===== src/hw/rtl/assert_macros.svh =====
// Assertion macros for the RNG RTL files.
// No dependencies; included by modules that carry concurrent checks.
`ifndef ASSERT_MACROS_SVH
`define ASSERT_MACROS_SVH

// Same-cycle implication, disabled while reset is active.
`define ASSERT_IMPL(label, clk, rst_n, ante, cons, msg) \
    label: assert property (@(posedge clk) disable iff (!rst_n) (ante) |-> (cons)) \
        else $error(msg);

// Next-cycle implication, disabled while reset is active.
`define ASSERT_NEXT(label, clk, rst_n, ante, cons, msg) \
    label: assert property (@(posedge clk) disable iff (!rst_n) (ante) |=> (cons)) \
        else $error(msg);

`endif


===== src/hw/rtl/xsrng_pkg.sv =====
// Package for the xorshift128+ RNG: command/status types, controller states and constants.
// No dependencies; imported by the controller, datapath and top level.
`default_nettype none

package xsrng_pkg;

    // Input word kinds
    localparam logic KIND_INIT = 1'b0;
    localparam logic KIND_DRAW = 1'b1;

    // Source codes on the result word
    localparam logic [1:0] SRC_HW      = 2'd0;
    localparam logic [1:0] SRC_PRNG    = 2'd1;
    localparam logic [1:0] SRC_HW_FAIL = 2'd2;
    localparam logic [1:0] SRC_EARLY   = 2'd3;

    // Configuration register indexes
    localparam logic [1:0] CFG_TSC_FIRST   = 2'd0;
    localparam logic [1:0] CFG_TSC_SECOND  = 2'd1;
    localparam logic [1:0] CFG_CLOCK_BYTES = 2'd2;
    localparam logic [1:0] CFG_HAS_HW      = 2'd3;

    localparam logic [63:0] GOLDEN_INC   = 64'h9E37_79B9_7F4A_7C15;
    localparam logic [63:0] MIX_MUL_ONE  = 64'hBF58_476D_1CE4_E5B9;
    localparam logic [63:0] MIX_MUL_TWO  = 64'h94D0_49BB_1331_11EB;
    localparam logic [63:0] SEED_ONE_INC = 64'h6C62_272E_07BB_0142;
    localparam logic [63:0] CLOCK_HIGH   = 64'hDEAD_BEEF_0000_0000;
    localparam logic [63:0] ZERO_SUB_A   = 64'hDEAD_C0DE_DEAD_C0DE;
    localparam logic [63:0] ZERO_SUB_B   = 64'hCAFE_BABE_CAFE_BABE;
    localparam logic [63:0] HW_FAIL_MASK = 64'hA5A5_A5A5_A5A5_A5A5;
    localparam logic [63:0] EARLY_MASK   = 64'h5555_5555_5555_5555;
    localparam logic [63:0] RESET_A      = 64'h1234_5678_9ABC_DEF0;
    localparam logic [63:0] RESET_B      = 64'hFEDC_BA98_7654_3210;

    typedef enum logic [3:0] {
        OP_NONE,
        OP_DRAW,
        OP_LOAD,
        OP_XS30,
        OP_MUL_ONE,
        OP_XS27,
        OP_MUL_TWO,
        OP_FIN,
        OP_STEP,
        OP_READY
    } op_t;

    typedef enum logic [3:0] {
        S_IDLE,
        S_LOAD,
        S_XS30,
        S_MUL_ONE,
        S_XS27,
        S_MUL_TWO,
        S_FIN,
        S_WARM,
        S_READY
    } state_t;

    typedef struct packed {
        op_t        op;
        logic [1:0] phase;
        logic       seed_sel;
    } dp_cmd_t;

    typedef struct packed {
        logic out_busy;
    } dp_status_t;

endpackage

`default_nettype wire


===== src/hw/rtl/xsrng_ctrl.sv =====
// Sequencer for the RNG: handshake on the input side and the seeding/warm-up steps.
// Depends on xsrng_pkg and assert_macros.svh; drives the datapath by command.
`default_nettype none
`include "assert_macros.svh"

module xsrng_ctrl #(
    parameter int WARMUP_STEPS = 16
) (
    input  wire                     clk,
    input  wire                     rst_n,
    input  wire                     in_valid,
    output logic                    in_stall,
    input  wire                     kind,
    input  xsrng_pkg::dp_status_t   status,
    output xsrng_pkg::dp_cmd_t      cmd
);
    import xsrng_pkg::*;

    localparam int WCW = (WARMUP_STEPS > 0) ? $clog2(WARMUP_STEPS + 1) : 1;
    localparam logic [WCW-1:0] WARM_LAST = WCW'((WARMUP_STEPS > 0) ? WARMUP_STEPS - 1 : 0);

    state_t         state_reg, state_next;
    logic [1:0]     phase_reg, phase_next;
    logic           seed_reg, seed_next;
    logic [WCW-1:0] warm_cnt_reg, warm_cnt_next;
    logic           in_acc;

    assign in_stall = (state_reg != S_IDLE) || status.out_busy;
    assign in_acc   = in_valid && !in_stall;

    always_ff @(posedge clk or negedge rst_n)
    begin
        if (!rst_n)
        begin
            state_reg    <= S_IDLE;
            phase_reg    <= 2'd0;
            seed_reg     <= 1'b0;
            warm_cnt_reg <= '0;
        end
        else
        begin
            state_reg    <= state_next;
            phase_reg    <= phase_next;
            seed_reg     <= seed_next;
            warm_cnt_reg <= warm_cnt_next;
        end
    end

    // Next state and sequencing counters
    always_comb
    begin
        state_next    = state_reg;
        seed_next     = seed_reg;
        warm_cnt_next = warm_cnt_reg;
        phase_next    = 2'd0;
        unique case (state_reg)
            S_IDLE:
            begin
                if (in_acc && kind == KIND_INIT)
                begin
                    state_next = S_LOAD;
                    seed_next  = 1'b0;
                end
            end
            S_LOAD:  state_next = S_XS30;
            S_XS30:  state_next = S_MUL_ONE;
            S_MUL_ONE:
            begin
                phase_next = phase_reg + 2'd1;
                if (phase_reg == 2'd3)
                begin
                    state_next = S_XS27;
                end
            end
            S_XS27:  state_next = S_MUL_TWO;
            S_MUL_TWO:
            begin
                phase_next = phase_reg + 2'd1;
                if (phase_reg == 2'd3)
                begin
                    state_next = S_FIN;
                end
            end
            S_FIN:
            begin
                warm_cnt_next = '0;
                if (!seed_reg)
                begin
                    state_next = S_LOAD;
                    seed_next  = 1'b1;
                end
                else if (WARMUP_STEPS == 0)
                begin
                    state_next = S_READY;
                end
                else
                begin
                    state_next = S_WARM;
                end
            end
            S_WARM:
            begin
                warm_cnt_next = warm_cnt_reg + WCW'(1);
                if (warm_cnt_reg == WARM_LAST)
                begin
                    state_next = S_READY;
                end
            end
            S_READY: state_next = S_IDLE;
            default: state_next = S_IDLE;
        endcase
    end

    // Datapath command
    always_comb
    begin
        cmd.op       = OP_NONE;
        cmd.phase    = phase_reg;
        cmd.seed_sel = seed_reg;
        unique case (state_reg)
            S_IDLE:
            begin
                if (in_acc && kind == KIND_DRAW)
                begin
                    cmd.op = OP_DRAW;
                end
            end
            S_LOAD:    cmd.op = OP_LOAD;
            S_XS30:    cmd.op = OP_XS30;
            S_MUL_ONE: cmd.op = OP_MUL_ONE;
            S_XS27:    cmd.op = OP_XS27;
            S_MUL_TWO: cmd.op = OP_MUL_TWO;
            S_FIN:     cmd.op = OP_FIN;
            S_WARM:    cmd.op = OP_STEP;
            S_READY:   cmd.op = OP_READY;
            default:   cmd.op = OP_NONE;
        endcase
    end

    `ASSERT_IMPL(a_phase_in_mul, clk, rst_n, (phase_reg != 2'd0),
        (state_reg == S_MUL_ONE || state_reg == S_MUL_TWO), "phase set outside multiply")
    `ASSERT_NEXT(a_init_starts, clk, rst_n, (in_acc && kind == KIND_INIT),
        (state_reg == S_LOAD && !seed_reg), "init word did not start seed zero")
    `ASSERT_NEXT(a_second_seed, clk, rst_n, (state_reg == S_FIN && !seed_reg),
        (state_reg == S_LOAD && seed_reg), "seed one did not follow seed zero")

endmodule

`default_nettype wire


===== src/hw/rtl/xsrng_dp.sv =====
// Datapath for the RNG: config registers, generator state, seed mixer with a
// shared 32x32 multiplier, and the output register. Depends on xsrng_pkg.
`default_nettype none

module xsrng_dp (
    input  wire                     clk,
    input  wire                     rst_n,
    input  wire                     cfg_write_en,
    input  wire [1:0]               cfg_index,
    input  wire [63:0]              cfg_data,
    input  wire [63:0]              tsc_now,
    input  wire [63:0]              hw_word,
    input  wire                     hw_ok,
    input  xsrng_pkg::dp_cmd_t      cmd,
    output xsrng_pkg::dp_status_t   status,
    output logic                    out_valid,
    input  wire                     out_stall,
    output logic [63:0]             random_word,
    output logic [1:0]              source
);
    import xsrng_pkg::*;

    logic [63:0] tsc_first_reg, tsc_second_reg;
    logic [23:0] clock_bytes_reg;
    logic        has_hw_reg;

    logic [63:0] state_a_reg, state_a_next;
    logic [63:0] state_b_reg, state_b_next;
    logic        ready_reg, ready_next;

    logic [63:0] z_reg, z_next;
    logic [63:0] prod_reg, prod_next;
    logic [63:0] acc_reg, acc_next;
    logic [63:0] mul_k;
    logic [31:0] mul_a, mul_b;

    logic        out_valid_reg, out_valid_next;
    logic [63:0] word_reg, word_next;
    logic [1:0]  src_reg, src_next;

    logic [63:0] gx, gen_b, gen_out;
    logic [63:0] seed0, seed1, fin, load_val;

    assign out_valid       = out_valid_reg;
    assign random_word     = word_reg;
    assign source          = src_reg;
    assign status.out_busy = out_valid_reg && out_stall;

    // One xorshift128+ step on the registered state
    always_comb
    begin
        gx      = state_a_reg ^ (state_a_reg << 23);
        gx      = gx ^ (gx >> 17);
        gen_b   = gx ^ state_b_reg ^ (state_b_reg >> 26);
        gen_out = state_b_reg + gen_b;
    end

    assign seed0    = tsc_first_reg ^ (tsc_second_reg << 17) ^ (tsc_second_reg >> 47);
    assign seed1    = CLOCK_HIGH | {40'd0, clock_bytes_reg};
    assign load_val = cmd.seed_sel ? (seed1 + SEED_ONE_INC) : (seed0 + GOLDEN_INC);
    assign fin      = acc_reg ^ (acc_reg >> 31);

    // Low 64 bits of z * k from three 32x32 partial products
    assign mul_k     = (cmd.op == OP_MUL_TWO) ? MIX_MUL_TWO : MIX_MUL_ONE;
    assign mul_a     = (cmd.phase == 2'd2) ? z_reg[63:32] : z_reg[31:0];
    assign mul_b     = (cmd.phase == 2'd1) ? mul_k[63:32] : mul_k[31:0];
    assign prod_next = 64'(mul_a) * 64'(mul_b);

    always_comb
    begin
        state_a_next   = state_a_reg;
        state_b_next   = state_b_reg;
        ready_next     = ready_reg;
        z_next         = z_reg;
        acc_next       = acc_reg;
        word_next      = word_reg;
        src_next       = src_reg;
        out_valid_next = out_valid_reg && out_stall;
        case (cmd.op) inside
            OP_DRAW:
            begin
                out_valid_next = 1'b1;
                if (!ready_reg)
                begin
                    word_next = tsc_now ^ EARLY_MASK;
                    src_next  = SRC_EARLY;
                end
                else if (has_hw_reg && hw_ok)
                begin
                    word_next = hw_word;
                    src_next  = SRC_HW;
                end
                else
                begin
                    state_a_next = state_b_reg;
                    state_b_next = gen_b;
                    word_next    = has_hw_reg ? (gen_out ^ HW_FAIL_MASK) : gen_out;
                    src_next     = has_hw_reg ? SRC_HW_FAIL : SRC_PRNG;
                end
            end
            OP_LOAD: z_next = load_val;
            OP_XS30: z_next = z_reg ^ (z_reg >> 30);
            OP_MUL_ONE, OP_MUL_TWO:
            begin
                case (cmd.phase)
                    2'd0:    acc_next = acc_reg;
                    2'd1:    acc_next = prod_reg;
                    default: acc_next = acc_reg + {prod_reg[31:0], 32'd0};
                endcase
            end
            OP_XS27: z_next = acc_reg ^ (acc_reg >> 27);
            OP_FIN:
            begin
                // Substitute a fixed word for an all-zero seed
                if (cmd.seed_sel)
                begin
                    state_b_next = (fin != 64'd0) ? fin : ZERO_SUB_B;
                end
                else
                begin
                    state_a_next = (fin != 64'd0) ? fin : ZERO_SUB_A;
                end
            end
            OP_STEP:
            begin
                state_a_next = state_b_reg;
                state_b_next = gen_b;
            end
            OP_READY: ready_next = 1'b1;
            default:  ready_next = ready_reg;
        endcase
    end

    always_ff @(posedge clk or negedge rst_n)
    begin
        if (!rst_n)
        begin
            tsc_first_reg   <= 64'd0;
            tsc_second_reg  <= 64'd0;
            clock_bytes_reg <= 24'd0;
            has_hw_reg      <= 1'b0;
            state_a_reg     <= RESET_A;
            state_b_reg     <= RESET_B;
            ready_reg       <= 1'b0;
            out_valid_reg   <= 1'b0;
        end
        else
        begin
            if (cfg_write_en)
            begin
                unique case (cfg_index)
                    CFG_TSC_FIRST:   tsc_first_reg   <= cfg_data;
                    CFG_TSC_SECOND:  tsc_second_reg  <= cfg_data;
                    CFG_CLOCK_BYTES: clock_bytes_reg <= cfg_data[23:0];
                    CFG_HAS_HW:      has_hw_reg      <= cfg_data[0];
                    default:         has_hw_reg      <= has_hw_reg;
                endcase
            end
            state_a_reg   <= state_a_next;
            state_b_reg   <= state_b_next;
            ready_reg     <= ready_next;
            out_valid_reg <= out_valid_next;
        end
    end

    always_ff @(posedge clk)
    begin
        z_reg    <= z_next;
        prod_reg <= prod_next;
        acc_reg  <= acc_next;
        word_reg <= word_next;
        src_reg  <= src_next;
    end

endmodule

`default_nettype wire


===== src/hw/rtl/xorshift128plus_rng_with_seeding.sv =====
// Top level of the xorshift128+ random word source with splitmix64 seeding.
// Depends on xsrng_pkg, xsrng_ctrl and xsrng_dp.
`default_nettype none

// A draw word is accepted whenever the block is idle and its output register is
// free or being taken, and its result lands in the output register in the next
// cycle, so draws run at one word per cycle while the receiver takes them. An
// init word holds the input side stalled through the steps of both seeds (each:
// load, shift-xor, four multiply phases, shift-xor, four multiply phases,
// finish), paced by the single shared 32x32 multiplier that builds each 64-bit
// product over three partial products; then through each warm-up step and the
// step that marks the generator ready. Init gives no result word.
module xorshift128plus_rng_with_seeding #(
    parameter int WARMUP_STEPS = 16
) (
    input  wire         clk,
    input  wire         rst_n,
    input  wire         cfg_write_en,
    input  wire [1:0]   cfg_index,
    input  wire [63:0]  cfg_data,
    input  wire         in_valid,
    output logic        in_stall,
    input  wire         kind,
    input  wire [63:0]  tsc_now,
    input  wire [63:0]  hw_word,
    input  wire         hw_ok,
    output logic        out_valid,
    input  wire         out_stall,
    output logic [63:0] random_word,
    output logic [1:0]  source
);
    import xsrng_pkg::*;

    dp_cmd_t    cmd;
    dp_status_t status;

    xsrng_ctrl #(
        .WARMUP_STEPS (WARMUP_STEPS)
    ) u_ctrl (
        .clk      (clk),
        .rst_n    (rst_n),
        .in_valid (in_valid),
        .in_stall (in_stall),
        .kind     (kind),
        .status   (status),
        .cmd      (cmd)
    );

    xsrng_dp u_dp (
        .clk          (clk),
        .rst_n        (rst_n),
        .cfg_write_en (cfg_write_en),
        .cfg_index    (cfg_index),
        .cfg_data     (cfg_data),
        .tsc_now      (tsc_now),
        .hw_word      (hw_word),
        .hw_ok        (hw_ok),
        .cmd          (cmd),
        .status       (status),
        .out_valid    (out_valid),
        .out_stall    (out_stall),
        .random_word  (random_word),
        .source       (source)
    );

endmodule

`default_nettype wire


===== config.mk =====
export PLATFORM = sky130hd
export DESIGN_NAME = xorshift128plus_rng_with_seeding
export DESIGN_NICKNAME = d
export VERILOG_FILES = /design/src/hw/rtl/xsrng_pkg.sv /design/src/hw/rtl/xsrng_ctrl.sv /design/src/hw/rtl/xsrng_dp.sv /design/src/hw/rtl/xorshift128plus_rng_with_seeding.sv
export VERILOG_INCLUDE_DIRS = /design/src /design/src/hw/rtl
export SDC_FILE = /design/constraint.sdc
export NUM_CORES = 2
export LEC_CHECK = 0
export BUFFER_PORTS_ARGS = -buffer_cell sky130_fd_sc_hd__buf_2
export CAP_MARGIN = 20
export CORE_ASPECT_RATIO = 1.25
export CORE_MARGIN = 10
export CORE_UTILIZATION = 30
export CTS_BUF_LIST = sky130_fd_sc_hd__clkbuf_16
export CTS_CLUSTER_SIZE = 12
export DETAILED_ROUTE_END_ITERATION = 6
export SLEW_MARGIN = 10
export SYNTH_ARGS = -nofsm -noshare
export SYNTH_HDL_FRONTEND = slang
export SYNTH_SLANG_ARGS = --single-unit
export TNS_END_PERCENT = 20

===== constraint.sdc =====
create_clock -name clk -period 19.3 [get_ports clk]
set_input_delay 0.965 -clock clk [delete_from_list [all_inputs] [get_ports clk]]
set_output_delay 0.965 -clock clk [all_outputs]
set_load 0.02 [all_outputs]

==> flow_summary.toml <==
[run_status]
outcome = "complete, but fails checks"
violations = "design-rule violations"

[critical_path]
critPathKind = "flop to flop"
end_kind = "flop"
crit_required_ns = 19.86
cpPeakStageDelay_ns = 0.62
cp_slowest_cell = "dfrtp_1"
cp.arrival_ns = 11.00
crit_family = "adder cells"
path_max_fanout = 23
path_buf_inv = 11
crit_path_start_kind = "flop"

[routing]
viasPerCell = 5.13
wl_per_cell_um = 24.4
initialDrtViolationCount = 4420
vias = 47700
dr.pass1.iters = 7
routed_wl_um = 227000
drc = 2
ant_nets = 0

[layout]
layout-drive-gt1-share_pct = 11.1
final_nets = 7988
multi_input_area_um2 = 43100
fin_util_pct = 33.2
finalNonFillerCells = 9296
syn2layout_area_growth_pct = 9.87
final_common_cell = "inv_1"
fillers = 21100
seq_area_um2 = 14600
layout_common_cells = "985 x inv_1, 808 x fa_1, 499 x nand2_1"

[die]
dieHeight_um = 529
start_util_pct = 30.2
core_um2 = 206000
boundaryPins = 269
dieArea_um2 = 226000
rows = 186
die_w_um = 427

[clock_network]
cts_sinks = 553
clkTransAtPathRegs_ns = 0.07
cts_made_buffers = 57
tritoncts = "built"
cts_root_buf = "clkbuf_16"
cts_max_path_buffers = 3
ctsResizeCount = 0
hold_buffers = 0
clock_latency_ns = 0.69
postCtsSetupRepairBufs = 0
htreeDepth = 2

[synth]
synth_area_um2 = 62200
synth_edf_count = 194
yosys_warnings = 0
synth_async_sr_flop_share_pct = 53.3
synth_cells = 6390
yosys.area.top_type = "fa_1"
syn_nets = 7854
syn_avg_cell_area_um2 = 9.73
ys_types = 91
ys_seq_area_share_pct = 23.4
synth_top_flop_cell = "dfrtp_1"
ys_ff_latch = 553
synth_top_area_share_pct = 26.0
synth_area_leaders = "fa_1 26%, edfxtp_1 9.4%, dfrtp_1 9.3%, ha_1 9.2%, inv_1 5.8%"

[placement]
hpwl_um = 187000
finalWeightedCongestion = 1.01
dp.cells = 9189
portBuffers = 268

[timing]
timing.setup.tns_ns = 0
maxSlewViolCount = 0
hold_viol = 0
finalSetupViolCount = 0
rsz0062_at_grt = "no"
min_period_ns = 10.44
finClkSkew_ns = 0.0681
slew_headroom_pct = 23.9
max_freq_mhz = 95.7
worst-slew-pin-transition_ns = 1.14
period_share_pct = 54.1

[global_route]
grt_max_degree = 129
grt_overflow = 0
antenna_found_initial = 3
grt_pass1_wl_um = 332000
grt.total_usage_pct = 19.6
grt_pass1_vias = 49800

[hold_path]
hold_class = "input port to async pin"

[run]
maxCapViolations = 0
-- final timing paths --
kind,startpoint,end,slack (ns),cells after the start
worst min-delay path,rst_n,u_dp.tsc_second_reg[34]$_DFFE_PN0P_,0.33,1
worst min register to register,u_ctrl.warm_cnt_reg[4]$_DFFE_PN0P_,u_ctrl.warm_cnt_reg[4]$_DFFE_PN0P_,0.48,2
worst max-delay path,u_ctrl.state_reg[2]$_DFFE_PN0P_,u_dp.prod_reg[60]$_DFF_P_,8.86,34
min in group clk,u_ctrl.warm_cnt_reg[4]$_DFFE_PN0P_,u_ctrl.warm_cnt_reg[4]$_DFFE_PN0P_,0.48,2
worst max register to register,u_ctrl.state_reg[2]$_DFFE_PN0P_,u_dp.prod_reg[60]$_DFF_P_,8.86,34
max in group asynchronous,rst_n,u_dp.state_b_reg[17]$_DFFE_PN0P_,16.69,3
-- cells in the mapped netlist, drive strengths merged (41+ instances only) --
cell and n:
inv 963, fa 808, nand2 503, ha 455, nor2 434, xnor2 381
o21ai 353, a21oi 295, clkbuf 238, dfrtp 231, xor2 226, mux2 197
edfxtp 194, and2 98, a21o 94, nand2b 76, dfstp 64, dfxtp 64
nand3 58, o21bai 49, o22ai 43, o211ai 41
-- stage by stage --
| step | hold WS [ns] | setup slack [ns] | instance area (um^2) |
|---|---|---|---|
| after floorplan | 0.450 | 10.01 | 62200 |
| after global placement | 0.469 | 9.20 | 66500 |
| after detailed placement | 0.471 | 9.09 | 66500 |
| after CTS | 0.377 | 9.07 | 68200 |
| after global routing | 0.410 | 8.55 | 68300 |
| final | 0.334 | 8.86 | 68300 |
-- per-layer routing --
layer  vias up  track usage (%)  wire, um
met5         -                0        11
met2      2132             33.5    109000
met3       599             2.92     15800
met1     23900             23.2     86100
met4         2             11.4     16200
li1      21100                -         -
-- area by class of cell --
cell class / instances / share of cell area, %
antenna: 1 / 0.00366
clock buffer: 58 / 2.12
clock inverter: 46 / 0.409
inverter: 976 / 5.36
multi-input combinational: 4609 / 63.1
sequential: 553 / 21.3
tap: 2726 / 4.99
timing repair buffer: 327 / 2.69
-- logic make-up (layout without fill, tap and decap cells) --
group | after synthesis | count (layout) | share of synthesized area, %
AOI/OAI and AO/OA | 1106 | 1106 | 11.0
xor gates and xnor gates | 607 | 607 | 8.59
adders and majority gates | 1263 | 1263 | 35.2
buffers and inverters | 1228 | 1407 | 7.42
DFF | 553 | 553 | 23.4
muxes | 234 | 234 | 4.17
other | 0 | 1 | 0
and+or+nand+nor | 1399 | 1399 | 10.2
Power is left out: the tool's default activity adds up to more than one toggle a clock period on the data nets, which glitch-free logic cannot reach.
